**src/hdl/utdec_pkg.sv**
```systemverilog
// Package for the UTF-8 to code point decoder.
// Holds the shared constants, the inter-stage structs and the lead byte helpers.
// Used by every module of the decoder; depends on nothing.
package utdec_pkg;

    localparam int unsigned MAX_SEQUENCE_BYTES = 7;
    localparam int unsigned BYTE_W             = 8;
    localparam int unsigned CP_W               = 36;
    localparam int unsigned COUNT_W            = 3;
    localparam int unsigned ONES_W             = 4;
    localparam int unsigned CONT_BITS          = 6;

    // Width of the payload kept from a lead byte at the shortest sequence.
    localparam int unsigned LEAD_W             = 5;

    // Byte count of a single-byte character.
    localparam logic [COUNT_W-1:0] SINGLE_BYTE_COUNT = COUNT_W'(1);

    // Item held in the input register.
    typedef struct packed {
        logic                  valid;
        logic [BYTE_W-1:0]     text_byte;
        logic                  end_of_text;
    } in_item_t;

    // Result handed from the decode logic to the output register.
    typedef struct packed {
        logic                  load;
        logic [CP_W-1:0]       code_point;
        logic [COUNT_W-1:0]    byte_count;
    } result_t;

    // Number of leading one bits of a byte, 0 to 8.
    function automatic logic [ONES_W-1:0] lead_ones(input logic [BYTE_W-1:0] b);
        logic [ONES_W-1:0] n;
        begin
            casez (b)
                8'b0???????: n = ONES_W'(0);
                8'b10??????: n = ONES_W'(1);
                8'b110?????: n = ONES_W'(2);
                8'b1110????: n = ONES_W'(3);
                8'b11110???: n = ONES_W'(4);
                8'b111110??: n = ONES_W'(5);
                8'b1111110?: n = ONES_W'(6);
                8'b11111110: n = ONES_W'(7);
                8'b11111111: n = ONES_W'(8);
                default:     n = ONES_W'(0);
            endcase
            return n;
        end
    endfunction

    // Payload bits of a lead byte with t leading ones: its low 7-t bits.
    function automatic logic [LEAD_W-1:0] lead_bits(
        input logic [BYTE_W-1:0] b,
        input logic [ONES_W-1:0] t
    );
        logic [LEAD_W-1:0] v;
        begin
            case (t)
                ONES_W'(2): v = b[4:0];
                ONES_W'(3): v = {1'b0, b[3:0]};
                ONES_W'(4): v = {2'b0, b[2:0]};
                ONES_W'(5): v = {3'b0, b[1:0]};
                ONES_W'(6): v = {4'b0, b[0]};
                default:    v = '0;
            endcase
            return v;
        end
    endfunction

endpackage

```
**src/hdl/utdec_in_stage.sv**
```systemverilog
// Input register of the UTF-8 decoder.
// Captures one item per cycle while s_ready is high; depends on utdec_pkg.
module utdec_in_stage (
    input  logic                              aclk,
    input  logic                              aresetn,
    input  logic                              s_valid,
    output logic                              s_ready,
    input  logic [utdec_pkg::BYTE_W-1:0]      s_text_byte,
    input  logic                              s_end_of_text,
    input  logic                              consume,
    output utdec_pkg::in_item_t               in_item
);
    import utdec_pkg::*;

    logic              valid_reg;
    logic              valid_next;
    logic [BYTE_W-1:0] byte_reg;
    logic              eot_reg;

    // The register takes a new item when empty or when its item moves on.
    assign s_ready = !valid_reg || consume;

    always_comb begin
        valid_next = valid_reg;
        if (consume) begin
            valid_next = 1'b0;
        end
        if (s_valid && s_ready) begin
            valid_next = 1'b1;
        end
    end

    always_ff @(posedge aclk) begin
        if (!aresetn) begin
            valid_reg <= 1'b0;
        end else begin
            valid_reg <= valid_next;
        end
    end

    // Payload needs no reset.
    always_ff @(posedge aclk) begin
        if (s_valid && s_ready) begin
            byte_reg <= s_text_byte;
            eot_reg  <= s_end_of_text;
        end
    end

    assign in_item.valid       = valid_reg;
    assign in_item.text_byte   = byte_reg;
    assign in_item.end_of_text = eot_reg;

endmodule

```
**src/hdl/utdec_core.sv**
```systemverilog
// Decode logic and sequence state of the UTF-8 decoder.
// Folds one byte per cycle into the partial code point while advance is high; depends on utdec_pkg.
module utdec_core (
    input  logic                  aclk,
    input  logic                  aresetn,
    input  utdec_pkg::in_item_t   in_item,
    input  logic                  advance,
    output utdec_pkg::result_t    result
);
    import utdec_pkg::*;

    logic [CP_W-1:0]    partial_reg;
    logic [CP_W-1:0]    partial_next;
    logic [COUNT_W-1:0] owed_reg;
    logic [COUNT_W-1:0] owed_next;
    logic [COUNT_W-1:0] length_reg;
    logic [COUNT_W-1:0] length_next;

    logic [ONES_W-1:0]  ones;
    logic [CP_W-1:0]    shifted;

    assign ones    = lead_ones(in_item.text_byte);
    assign shifted = {partial_reg[CP_W-CONT_BITS-1:0], in_item.text_byte[CONT_BITS-1:0]};

    // Next state and result for the byte in the input register.
    always_comb begin
        partial_next      = partial_reg;
        owed_next         = owed_reg;
        length_next       = length_reg;
        result.load       = 1'b0;
        result.code_point = shifted;
        result.byte_count = length_reg;

        if (owed_reg != '0) begin
            // Inside a sequence every byte is taken as a continuation byte.
            partial_next = shifted;
            owed_next    = owed_reg - COUNT_W'(1);
            if (owed_reg == COUNT_W'(1)) begin
                result.load  = advance;
                partial_next = '0;
                length_next  = '0;
            end
        end else if (ones == '0) begin
            // A plain ASCII byte is a character of its own.
            result.load       = advance;
            result.code_point = CP_W'(in_item.text_byte);
            result.byte_count = SINGLE_BYTE_COUNT;
        end else if (ones >= ONES_W'(2) && ones <= ONES_W'(MAX_SEQUENCE_BYTES)) begin
            // A lead byte opens a sequence.
            partial_next = CP_W'(lead_bits(in_item.text_byte, ones));
            owed_next    = ones[COUNT_W-1:0] - COUNT_W'(1);
            length_next  = ones[COUNT_W-1:0];
        end
        // A stray continuation byte or an invalid lead is skipped.

        if (in_item.end_of_text) begin
            partial_next = '0;
            owed_next    = '0;
            length_next  = '0;
        end
    end

    always_ff @(posedge aclk) begin
        if (!aresetn) begin
            partial_reg <= '0;
            owed_reg    <= '0;
            length_reg  <= '0;
        end else if (advance) begin
            partial_reg <= partial_next;
            owed_reg    <= owed_next;
            length_reg  <= length_next;
        end
    end

endmodule

```
**src/hdl/utdec_out_stage.sv**
```systemverilog
// Output register of the UTF-8 decoder.
// Holds one result until the result channel takes it; depends on utdec_pkg.
module utdec_out_stage (
    input  logic                              aclk,
    input  logic                              aresetn,
    input  utdec_pkg::result_t                result,
    output logic                              out_free,
    output logic                              m_valid,
    input  logic                              m_ready,
    output logic [utdec_pkg::CP_W-1:0]        m_code_point,
    output logic [utdec_pkg::COUNT_W-1:0]     m_byte_count
);
    import utdec_pkg::*;

    logic               valid_reg;
    logic               valid_next;
    logic [CP_W-1:0]    cp_reg;
    logic [COUNT_W-1:0] count_reg;

    // Free when empty or when the held item leaves this cycle.
    assign out_free = !valid_reg || m_ready;

    always_comb begin
        valid_next = valid_reg;
        if (valid_reg && m_ready) begin
            valid_next = 1'b0;
        end
        if (result.load) begin
            valid_next = 1'b1;
        end
    end

    always_ff @(posedge aclk) begin
        if (!aresetn) begin
            valid_reg <= 1'b0;
        end else begin
            valid_reg <= valid_next;
        end
    end

    always_ff @(posedge aclk) begin
        if (result.load) begin
            cp_reg    <= result.code_point;
            count_reg <= result.byte_count;
        end
    end

    assign m_valid      = valid_reg;
    assign m_code_point = cp_reg;
    assign m_byte_count = count_reg;

endmodule

```
**src/hdl/utf8_to_code_point_decoder_unit.sv**
```systemverilog
// Top level of the UTF-8 to code point decoder.
// Instantiates utdec_in_stage, utdec_core and utdec_out_stage; uses utdec_pkg.
//
//   Channel  Direction  Handshake          Payload
//   s_       in         s_valid/s_ready    s_text_byte[7:0], s_end_of_text
//   m_       out        m_valid/m_ready    m_code_point[35:0], m_byte_count[2:0]
//
// One byte is taken per cycle while the output side is free; the byte that completes a result
// is registered in the input register, decoded out of it and registered in the output register.
// The decode between the two registers is a leading-ones search and a
// six-bit shift of the partial value, so throughput is one byte per cycle while m_ready is high.
// Synchronous active-low reset empties both registers and closes any sequence.
// While a result waits on m_ready the input byte waits too, so s_ready drops when both are full.
module utf8_to_code_point_decoder_unit (
    input  logic                              aclk,
    input  logic                              aresetn,
    input  logic                              s_valid,
    output logic                              s_ready,
    input  logic [utdec_pkg::BYTE_W-1:0]      s_text_byte,
    input  logic                              s_end_of_text,
    output logic                              m_valid,
    input  logic                              m_ready,
    output logic [utdec_pkg::CP_W-1:0]        m_code_point,
    output logic [utdec_pkg::COUNT_W-1:0]     m_byte_count
);
    import utdec_pkg::*;

    in_item_t in_item;
    result_t  result;
    logic     out_free;
    logic     advance;

    // A byte moves through the decode when the output side can take a result.
    assign advance = in_item.valid && out_free;

    utdec_in_stage u_in (
        .aclk          (aclk),
        .aresetn       (aresetn),
        .s_valid       (s_valid),
        .s_ready       (s_ready),
        .s_text_byte   (s_text_byte),
        .s_end_of_text (s_end_of_text),
        .consume       (advance),
        .in_item       (in_item)
    );

    utdec_core u_core (
        .aclk    (aclk),
        .aresetn (aresetn),
        .in_item (in_item),
        .advance (advance),
        .result  (result)
    );

    utdec_out_stage u_out (
        .aclk         (aclk),
        .aresetn      (aresetn),
        .result       (result),
        .out_free     (out_free),
        .m_valid      (m_valid),
        .m_ready      (m_ready),
        .m_code_point (m_code_point),
        .m_byte_count (m_byte_count)
    );

`ifndef SYNTHESIS
    // A held result that is not taken is never overwritten.
    a_no_overwrite: assert property (@(posedge aclk) disable iff (!aresetn)
        (m_valid && !m_ready) |-> !result.load)
        else $error("output register overwritten while stalled");

    // Every result reports a sequence of at least one byte.
    a_count_nonzero: assert property (@(posedge aclk) disable iff (!aresetn)
        result.load |-> (result.byte_count != '0))
        else $error("result with zero byte count");

    // A single-byte result is an ASCII value.
    a_ascii_range: assert property (@(posedge aclk) disable iff (!aresetn)
        (result.load && result.byte_count == SINGLE_BYTE_COUNT)
            |-> (result.code_point[CP_W-1:BYTE_W-1] == '0))
        else $error("single-byte result out of ASCII range");

    // A result is only produced from a byte held in the input register.
    a_load_needs_item: assert property (@(posedge aclk) disable iff (!aresetn)
        result.load |-> in_item.valid)
        else $error("result produced without an input item");
`endif

endmodule
```
**config.mk**
```make
export PLATFORM = sky130hd
export DESIGN_NAME = utf8_to_code_point_decoder_unit
export DESIGN_NICKNAME = d
export VERILOG_FILES = /design/src/hdl/utdec_pkg.sv /design/src/hdl/utdec_in_stage.sv /design/src/hdl/utdec_core.sv /design/src/hdl/utdec_out_stage.sv /design/src/hdl/utf8_to_code_point_decoder_unit.sv
export SDC_FILE = /design/constraint.sdc
export NUM_CORES = 1
export LEC_CHECK = 0
export ABC_AREA = 1
export BUFFER_PORTS_ARGS = -buffer_cell sky130_fd_sc_hd__buf_4
export CORE_MARGIN = 2
export CORE_UTILIZATION = 60
export CTS_BUF_LIST = sky130_fd_sc_hd__clkbuf_8
export CTS_CLUSTER_SIZE = 25
export DETAILED_ROUTE_END_ITERATION = 6
export PLACE_DENSITY = 0.84
export SETUP_SLACK_MARGIN = 0.05
export SLEW_MARGIN = 30
export SYNTH_ARGS = -nofsm -noshare
export SYNTH_HDL_FRONTEND = slang
export SYNTH_SLANG_ARGS = --single-unit
```
**constraint.sdc**
```tcl
create_clock -name aclk -period 14.5 [get_ports aclk]
set_clock_uncertainty 0.05 [all_clocks]
set_input_delay 0.725 -clock aclk [delete_from_list [all_inputs] [get_ports aclk]]
set_output_delay 0.725 -clock aclk [all_outputs]
set_load 0.01 [all_outputs]
```
Yosys cells after proc, flatten, opt, wreduce, memory -nomap -nowiden
Index checks and enable logic that the tools add are counted.
{"block": "word_totals", "ff_bits": 86, "input_bits": 13, "wordCells": 69, "out_inout_bits": 41}
{"block": "classes", "bitwise": 1, "n_mux": 24, "n_eq_ne": 16, "magnitude_cmp": 2, "addsub": 2, "reduce_logical": 15}
{"op": "two-way mux 30 bit", "count": 5}
{"op": "two-way mux 40 bit", "count": 1}
{"op": "two-way mux 39 bit", "count": 1}
{"op": "case mux 4 bit (9 select lines)", "count": 1}
{"op": "two-way mux 3 bit", "count": 9}
{"op": "case mux 5 bit (5 select lines)", "count": 1}
{"op": "equality test 8 bit (second input constant)", "count": 2}
{"op": "equality test 4 x 3 -> 1 bit (second input constant)", "count": 3}
{"op": "equality test 4 x 2 -> 1 bit (second input constant)", "count": 2}
{"op": "equality test 7 bit (second input constant)", "count": 1}
{"op": "equality test 6 bit (second input constant)", "count": 1}
{"op": "two-way mux 1 bit", "count": 6}
{"op": "nonzero test 3 bit", "count": 2}
{"op": "subtractor 3 x 1 -> 3 bit (second input constant)", "count": 2}
{"op": "equality test 5 bit (second input constant)", "count": 1}
{"op": "equality test 4 bit (second input constant)", "count": 1}
{"op": "greater-or-equal comparator 4 x 2 -> 1 bit (second input constant)", "count": 1}
{"op": "<= comparator 4 x 3 -> 1 bit (second input constant)", "count": 1}
{"op": "logical AND 1 bit", "count": 4}
{"op": "zero test 4 bit", "count": 1}
{"op": "AND reduction 4 bit", "count": 1}
{"op": "nonzero test 2 bit", "count": 2}
{"op": "equality test 3 x 1 -> 1 bit (second input constant)", "count": 1}
{"op": "equality test 3 bit (second input constant)", "count": 1}
{"op": "other kinds (7)", "count": 9}

Logic depth before layout (Yosys ltp)
Gate-level depths: netlist of run 1.
{"block": "depth", "word_depth": 8, "ltp_mapped": 16, "depth_no_buf": 16}

Cells and area by module
Synthesis of run 1 repeated with hierarchy kept, for this count alone.
{"block": "hier_totals", "hier_cells": 386, "area_unflattened_um2": 3769.9}
{"module": "utdec_core", "area_per_inst_um2": 2208.4, "instances": 1, "cells_each": 321, "seq_area_each_um2": 720.7}
{"module": "utdec_out_stage", "area_per_inst_um2": 1217.4, "instances": 1, "cells_each": 45, "seq_area_each_um2": 1191.1}
{"module": "utdec_in_stage", "area_per_inst_um2": 336.6, "instances": 1, "cells_each": 18, "seq_area_each_um2": 290.3}
{"module": "utf8_to_code_point_decoder_unit", "area_per_inst_um2": 7.5, "instances": 1, "cells_each": 2, "seq_area_each_um2": 0.0}

Least setup slack after synthesis of run 1
OpenSTA, ideal clock, no wires.
{"block": "synth_timing", "kind": "register to register", "startpoint": "register u_in.byte_reg[3]", "endpoint": "register u_out.count_reg[0] (netlist: u_out.m_byte_count[0]), enable pin", "setup_ns": 0.486, "stages_incl_launch_ff": 11, "required_time_ns": 13.964, "synth_period_minus_slack_ns": 4.645, "n_path_buf": 0, "arrival_ns": 4.109, "path_slack_ns": 9.855, "path_cell_list": "edfxtp_1 > nand2_1 > nor2_1 > o21ai_0 > inv_1 > nor2_1 > ha_1 > nand2_1 > inv_1 > nor2_1 > nor3_1"}
{"element": "from (decl)", "line_no": "utdec_in_stage.sv:17", "text": "logic [BYTE_W-1:0] byte_reg;"}
{"element": "from (signal assigned)", "line_no": "utdec_in_stage.sv:44", "text": "byte_reg <= s_text_byte;"}
{"element": "to (signal assigned)", "line_no": "utdec_out_stage.sv:44", "text": "count_reg <= result.byte_count;"}
{"element": "to (decl)", "line_no": "utdec_out_stage.sv:18", "text": "logic [COUNT_W-1:0] count_reg;"}

Final worst setup path of run 1
{"block": "layout_timing", "startpoint": "register u_in.byte_reg[1]", "endpoint": "register u_core.partial_reg[2]"}
{"block": "layout_via", "elab_chain_cells": 8, "elab_cells_between_ends": 21, "cone_classes": "order compare (2); eq/ne (9); mux (6); reduce/logical (4)"}
{"element": "equality test 8 bit / equality test 7 bit (equally long branches)", "line_no": "utdec_pkg.sv:37", "text": "casez (b)"}
{"element": "case mux 4 bit (9 select lines) (*)", "line_no": "utdec_pkg.sv:37"}
{"element": "equality test 4 x 3 -> 1 bit / equality test 4 x 2 -> 1 bit (equally long branches)", "line_no": "utdec_pkg.sv:60", "text": "case (t)"}
{"element": "case mux 5 bit (5 select lines)", "line_no": "utdec_pkg.sv:60"}
{"element": "two-way mux 30 bit", "line_no": "utdec_core.sv:48", "text": "end else if (ones >= ONES_W'(2) && ones <= ONES_W'(MAX_SEQUENCE_BYTES)) begin"}
{"element": "two-way mux 30 bit", "line_no": "utdec_core.sv:43", "text": "end else if (ones == '0) begin"}
{"element": "two-way mux 30 bit", "line_no": "utdec_core.sv:34", "text": "if (owed_reg != '0) begin"}
{"element": "two-way mux 30 bit", "line_no": "utdec_core.sv:56", "text": "if (in_item.end_of_text) begin"}
{"element": "to (signal assigned)", "line_no": "utdec_core.sv:69", "text": "partial_reg <= partial_next;"}
{"element": "to (decl)", "line_no": "utdec_core.sv:12", "text": "logic [CP_W-1:0] partial_reg;"}
Mark *: on every way between the ends. The rest lies on a longest branch, timed or not. The select of a mux whose other input is x is not followed.
A chain may end at the register's enable or synchronous reset.

==> run_results.csv, run 1 <==
group,metric,value,unit
logic_synthesis,synth_xor_area_share,0,%
place,place_hpwl,4920,um
logic_synthesis,ys.flop_type,"edfxtp_1",
global_routing,grt_pass1_vias,2556,
global_routing,grt_max_degree,38,
logic_synthesis,synth_top_family_by_area,"simple AND/OR/NAND/NOR gates",
drt,postRouteAntennaNets,0,
sta,tns,0,ps
worst_setup_path,cp.arrival,3070,ps
cts,cts_resized,0,
worst_setup_path,r2r_end,"u_core.partial_reg[2]$_SDFFE_PN0P_",
logic_synthesis,yosysWarnings,0,
floorplan,fp.dieH,81.2,um
drt,wl_per_cell,14.1,um
drt,dr.pass1.iters,4,
sta,finalCritPeriodShare,19.5,%
worst_setup_path,worstReg2RegStart,"u_in.byte_reg[1]$_DFFE_PP_",
cts,numCtsBuffers,9,
finish,multiInputGateArea,1090,sq um
logic_synthesis,syn_nets,398,
place,gp_congestion,0.789,
logic_synthesis,ys_seq_area_share,61.6,%
finish,drive_above_1_share,20.2,%
drt,avgViaCountPerCell,5.35,
cts,cts_tree,"done",
sta,setup_viol,0,
cts,postCtsSetupBuffers,0,
worst_setup_path,cp_max_fo,34,
logic_synthesis,synth_compound_area_share,7.45,%
floorplan,coreArea,5850,sq um
worst_setup_path,crit_path_end_kind,"flip-flop",
logic_synthesis,synth_top_area_share,40.3,%
power_and_ir_drop,vdd_ir_drop_max,0.0787,mV
flow_run,drv_cap,0,
floorplan,dieArea,6600,sq um
finish,ff_latch_area,2200,sq um
logic_synthesis,synth_edf_count,48,
place,postPlaceCellArea,4020,sq um
cts,cts_sinks,86,
logic_synthesis,synth_fa_ha_area_share,2.45,%
logic_synthesis,synth_top_area_cell,"edfxtp_1",
sta,fmax,353,MHz
global_routing,antenna_found_initial,0,
floorplan,fp-row-count,28,
logic_synthesis,syn_inst,378,
logic_synthesis,syn-cell-area,3580,sq um
floorplan,initial_utilization,61.1,%
sta,maxSlewHeadroom,58.8,%
worst_hold_path,hp-start,"u_in.byte_reg[0]$_DFFE_PP_",
cts,cts_buffer_depth,2,
global_routing,grt_pass1_wl,11800,um
sta,worstMarginPinSlew,616,ps
worst_hold_path,worstHoldEndpoint,"u_out.m_code_point[0]$_DFFE_PP_",
power_and_ir_drop,totalPowerFinal,0.468,mW
sta,maxSlewViolCount,0,
sta,fin_crit,2830,ps
cts,cts-root-buf,"clkbuf_8",
logic_synthesis,yosys_register_bits,86,
worst_setup_path,start_kind,"flip-flop",
status,status,"complete, no violations",
drt,drcViolationCount,0,
worst_hold_path,min_path_type,"flip-flop to flip-flop",
worst_setup_path,worstPathRequired,14740,ps
sta,hold_viol,0,
cts,cts_hold_buf,0,
drt,num_vias,2733,
logic_synthesis,synth_top_cells_by_count,"nand2_1 (98), inv_1 (51), edfxtp_1 (48)",
cts,insertion_delay,360,ps
finish,area_growth,17.2,%
finish,design_area,4190,sq um
power_and_ir_drop,cellPowerDensity,112,nW/um^2
cts,clk_pin_slew,90,ps
logic_synthesis,synth_simple_gate_area_share,20.4,%
drt,drt-total-wl,7190,um
drt,first_iter_violations,270,
logic_synthesis,synth_most_common_cell,"nand2_1",
finish,largest_reg_flops,36,
logic_synthesis,synth_mux_area_share,0,%
finish,final_core_util,71.6,%
logic_synthesis,synth.avg_cell_area,9.46,sq um
floorplan,die_w,81.2,um
logic_synthesis,async_flop_share,0,%
power_and_ir_drop,p_leak,1.87,nW
logic_synthesis,synthTopCellsByArea,"edfxtp_1 (40%), dfxtp_1 (21%), nand2_1 (10%)",
worst_hold_path,min_path_cells,0,
finish,antenna_cells,0,
sta,rsz0062_at_grt,"false",
worst_setup_path,reg2reg_depth,14,
floorplan,ios,54,
sta,hold_ws,409,ps
finish,final.fill_count,441,
place,port_buffers,53,
finish,final_nets,451,
worst_setup_path,critPathKind,"flip-flop to flip-flop",
cts,htreeDepth,3,
worst_setup_path,reg2reg_slack,11670,ps
global_routing,grt_util_all_layers,23.6,%
global_routing,overflow,0,
logic_synthesis,synth.distinct_cells,28,
==> power by group <==
part	internal (mW)	switching (mW)
sequential	0.266	0.00419
combinational	0.0164	0.0318
clock	0.0629	0.0871
total	0.345	0.123
==> cell families (layout without fill, tap and decap cells) <==
group / after synthesis / in the layout
AO/OA/AOI/OAI: 52 / 52
adder cells (fa/ha/maj): 7 / 7
buffers and inverters: 71 / 129
flip-flops: 86 / 86
AND/OR/NAND/NOR: 162 / 162
==> routing by layer <==
| metal | global-route usage, % | part of all wire, % | vias to the layer above |
|---|---|---|---|
| met2 | 39.8 | 52 | 73 |
| met1 | 29.2 | 41 | 1305 |
| met5 | 0 | 0 | - |
| met3 | 4.11 | 4.1 | 20 |
| met4 | 11.9 | 2.8 | 0 |
| li1 | - | - | 1335 |
==> how the worst max path moves through the flow <==
stage | startpoint | to | slack, ps | cells past startpoint
finish | u_in.byte_reg[1]$_DFFE_PP_ | u_core.partial_reg[2]$_SDFFE_PN0P_ | 11670 | 14
global route | u_in.byte_reg[1]$_DFFE_PP_ | u_core.partial_reg[2]$_SDFFE_PN0P_ | 11370 | 14
CTS | u_in.byte_reg[1]$_DFFE_PP_ | u_core.partial_reg[2]$_SDFFE_PN0P_ | 11700 | 14
detailed placement | u_in.byte_reg[5]$_DFFE_PP_ | u_core.partial_reg[24]$_SDFFE_PN0P_ | 11750 | 14
global placement | u_in.byte_reg[1]$_DFFE_PP_ | u_core.partial_reg[2]$_SDFFE_PN0P_ | 11800 | 14
floorplan | u_in.byte_reg[3]$_DFFE_PP_ | u_out.m_byte_count[0]$_DFFE_PP_ | 9850 | 10
==> layout make-up <==
type                    instances  share of cell area [%]
clock buffers                   9                    2.96
clock inverters                 7                    1.16
inverters                      58                    5.25
multi-input cells             221                    26.0
flip-flops and latches         86                    52.5
well taps                      75                    2.24
repair buffers                 55                    9.85
==> cells in the final DEF, fill, tap and decap left out, types with 2 or more instances in the layout <==
| cell type | Yosys | layout |
|---|---|---|
| nand3_1 | 40 | 40 |
| ha_1 | 7 | 7 |
| clkbuf_8 | 0 | 9 |
| nor2_1 | 10 | 10 |
| inv_4 | 1 | 2 |
| nor3_1 | 3 | 2 |
| inv_2 | 6 | 6 |
| a21oi_1 | 41 | 41 |
| inv_6 | 0 | 2 |
| dfxtp_1 | 38 | 38 |
| or2_2 | 3 | 3 |
| o21ai_0 | 7 | 7 |
| nand2_1 | 98 | 98 |
| nor2_4 | 2 | 2 |
| edfxtp_1 | 48 | 48 |
| buf_4 | 5 | 55 |
| inv_1 | 51 | 52 |
==> worst max-delay path: stages (launching register included) <==
cell	delay [ps]
edfxtp_1	460
inv_1	100
nand2_1	60
nor2_1	150
nand3_1	90
nand3_1	210
inv_1	100
ha_1	220
nand2_1	140
nor2_4	60
inv_2	410
nand4_1	270
inv_2	160
nand3_1	110
a21oi_1	150
==> metrics by stage <==
| step | setup slack (ps) | cells |
|---|---|---|
| 5_1_grt | 11370 | 511 |
| 3_3_place_gp | 11800 | 495 |
| 6_report | 11670 | 511 |
| 4_1_cts | 11700 | 511 |
| 3_5_place_dp | 11750 | 495 |
| 2_1_floorplan | 9850 | 378 |
Note: power is estimated with default switching activity, not from simulation.
==> run 2, diff against run 1 <==
--- a/config.mk
+++ b/config.mk
@@ -8,11 +8,11 @@
 export ABC_AREA = 1
 export BUFFER_PORTS_ARGS = -buffer_cell sky130_fd_sc_hd__buf_4
 export CORE_MARGIN = 2
-export CORE_UTILIZATION = 60
+export CORE_UTILIZATION = 59
 export CTS_BUF_LIST = sky130_fd_sc_hd__clkbuf_8
 export CTS_CLUSTER_SIZE = 25
 export DETAILED_ROUTE_END_ITERATION = 6
-export PLACE_DENSITY = 0.84
+export PLACE_DENSITY = 0.83
 export SETUP_SLACK_MARGIN = 0.05
 export SLEW_MARGIN = 30
 export SYNTH_ARGS = -nofsm -noshare
==> constraint.sdc (replaced) <==
create_clock -name aclk -period 2.87 [get_ports aclk]
set_clock_uncertainty 0.05 [all_clocks]
set_input_delay 0.1435 -clock aclk [delete_from_list [all_inputs] [get_ports aclk]]
set_output_delay 0.1435 -clock aclk [all_outputs]
set_load 0.01 [all_outputs]
==> run_results.csv, run 2 (same netlist as run 1, synthesis figures left out) <==
group,metric,value,unit
status,status,"complete, no violations",
finish,final.fill_count,426,
finish,final_cell_mix,"nand2_1 (98), buf_4 (58), inv_1 (53), edfxtp_1 (48), a21oi_1 (41)",
global_routing,grt_pass1_vias,2599,
sta,fmax,378,MHz
sta,tns,0,ps
drt,drcViolationCount,0,
worst_hold_path,min_path_cells,3,
worst_setup_path,cpLargestDelayFamily,"simple AND/OR/NAND/NOR gates",
worst_hold_path,min_path_type,"primary input to flip-flop",
place,gp_congestion,0.882,
finish,final_nets,463,
drt,dr.pass1.iters,6,
sta,rsz0062_at_grt,"true",
drt,drt-total-wl,7520,um
place,place_hpwl,4960,um
cts,cts_tree,"done",
worst_setup_path,worstPathRequired,3090,ps
drt,avgViaCountPerCell,5.34,
place,port_buffers,53,
cts,numCtsBuffers,9,
worst_setup_path,r2r_end,"u_core.partial_reg[11]$_SDFFE_PN0P_",
power_and_ir_drop,vdd_ir_drop_max,0.455,mV
cts,postCtsSetupBuffers,0,
worst_setup_path,cpPeakStageDelay,500,ps
sta,maxSlewViolCount,0,
floorplan,fp-row-count,28,
floorplan,coreArea,5890,sq um
flow_run,drv_cap,0,
drt,wl_per_cell,14.4,um
finish,area_growth,21.1,%
drt,num_vias,2794,
global_routing,antenna_found_initial,0,
floorplan,die_w,81.9,um
worst_setup_path,worstReg2RegStart,"u_in.byte_reg[5]$_DFFE_PP_",
worst_setup_path,crit_path_end_kind,"flip-flop",
cts,cts_buffer_depth,2,
worst_setup_path,cp.arrival,2870,ps
floorplan,dieArea,6700,sq um
global_routing,grt_pass1_wl,12100,um
worst_setup_path,cp_max_fo,26,
worst_setup_path,crit_chain,"nand4_2 -> inv_2 -> o21ai_1 -> inv_1 -> nor2_2 -> ha_1 -> nand2_1 -> nor2_4 -> nand2_2 -> nand3_4 -> buf_4 -> nand2_1 -> a21oi_1",
worst_hold_path,worstHoldEndpoint,"u_core.length_reg[0]$_SDFFE_PN0P_",
finish,antenna_cells,0,
global_routing,overflow,0,
finish,final_common_cell,"nand2_1",
worst_setup_path,critPathKind,"flip-flop to flip-flop",
sta,hold_viol,0,
sta,setup_viol,0,
floorplan,initial_utilization,60.8,%
cts,cts_resized,0,
sta,worstMarginPinSlew,603,ps
sta,fin_crit,2650,ps
worst_setup_path,critPathBufInv,3,
cts,htreeDepth,3,
drt,first_iter_violations,270,
worst_setup_path,reg2reg_slack,220,ps
cts,clk_pin_slew,80,ps
sta,maxSlewHeadroom,59.7,%
sta,finalCritPeriodShare,92.2,%
power_and_ir_drop,totalPowerFinal,2.46,mW
power_and_ir_drop,cellPowerDensity,568,nW/um^2
global_routing,grt_util_all_layers,24.3,%
sta,hold_ws,22.2,ps
worst_hold_path,hp-start,"aresetn",
worst_setup_path,crit_slowest_cell,"edfxtp_1",
worst_setup_path,crit_top_cell,"nand2_1",
finish,largest_reg_flops,36,
cts,cts_sinks,86,
cts,insertion_delay,360,ps
finish,drive_above_1_share,20.1,%
drt,postRouteAntennaNets,0,
floorplan,fp.dieH,81.9,um
floorplan,ios,54,
worst_setup_path,start_kind,"flip-flop",
power_and_ir_drop,p_leak,1.93,nW
global_routing,grt_max_degree,38,
cts,cts-root-buf,"clkbuf_8",
worst_setup_path,reg2reg_depth,13,
-- run 2: cell count changes in the layout (fill, tap and decap cells not counted), sizes merged --
| cell | before | now |
|---|---|---|
| buf | 55 | 58 |
| bufinv | 0 | 1 |
| inv | 62 | 60 |
| clkbuf | 9 | 10 |
| dlygate4sd3 | 0 | 9 |
| clkinv | 2 | 3 |
| clkinvlp | 1 | 0 |
-- run 2: worst max path at each step --
stage	start	endpoint	cells after the start
floorplan	u_in.byte_reg[3]$_DFFE_PP_	u_out.m_byte_count[0]$_DFFE_PP_	10
global placement	u_in.byte_reg[1]$_DFFE_PP_	u_core.partial_reg[1]$_SDFFE_PN0P_	14
detailed placement	u_in.byte_reg[5]$_DFFE_PP_	u_core.partial_reg[1]$_SDFFE_PN0P_	13
CTS	u_in.byte_reg[5]$_DFFE_PP_	u_core.partial_reg[11]$_SDFFE_PN0P_	13
global route	u_in.byte_reg[1]$_DFFE_PP_	u_core.partial_reg[1]$_SDFFE_PN0P_	14
finish	u_in.byte_reg[5]$_DFFE_PP_	u_core.partial_reg[11]$_SDFFE_PN0P_	13
-- run 2: what timing repair did --
item,CTS,global route
hold endpoints to repair,9,0
hold buffers,9,0
endpoints found under the setup margin,0,1
-- run 2: layout make-up --
class	count	area (sq um)	share of cell area, %
Sequential cell	86	2200	50.8
Multi-Input combinational cell	221	1100	25.4
Timing Repair Buffer	67	526	12.1
Inverter	58	220	5.08
Clock buffer	10	138	3.18
Tap cell	75	93.8	2.17
Clock inverter	6	55.1	1.27
-- run 2: metrics by stage --
| step | worst slack [ps] | cells | cell area (sq um) | util, % |
|---|---|---|---|---|
| 2_1_floorplan | 70.9 | 378 | 3590 | - |
| 3_3_place_gp | 391 | 498 | 4050 | 68.8 |
| 3_5_place_dp | 344 | 498 | 4050 | 68.8 |
| 4_1_cts | 307 | 523 | 4330 | 73.6 |
| 5_1_grt | 39.0 | 523 | 4330 | 73.6 |
| 6_report | 223 | 523 | 4330 | 73.6 |
-- run 2: where the power goes --
part	switching [mW]	total, mW	internal (mW)	leakage (nW)
Sequential	0.0208	1.36	1.34	0.749
Clock	0.416	0.833	0.417	0.106
Combinational	0.167	0.264	0.0968	1.08
-- run 2: worst register-to-register path, delay by kind of cell (launching register included) --
kind	cells	cell delay, ps
and+or+nand+nor	7	1060
DFF	1	500
buffers and inverters	3	430
AOI/OAI and AO/OA	2	300
adders and majority gates	1	220
-- run 2: layer usage --
layer | track usage [%] | vias to the layer above | share of wire [%]
li1 | - | 1358 | -
met1 | 27.9 | 1315 | 38
met2 | 43.4 | 99 | 53
met3 | 5.71 | 22 | 5.5
met4 | 10.0 | 0 | 2.8
met5 | 0 | - | 0
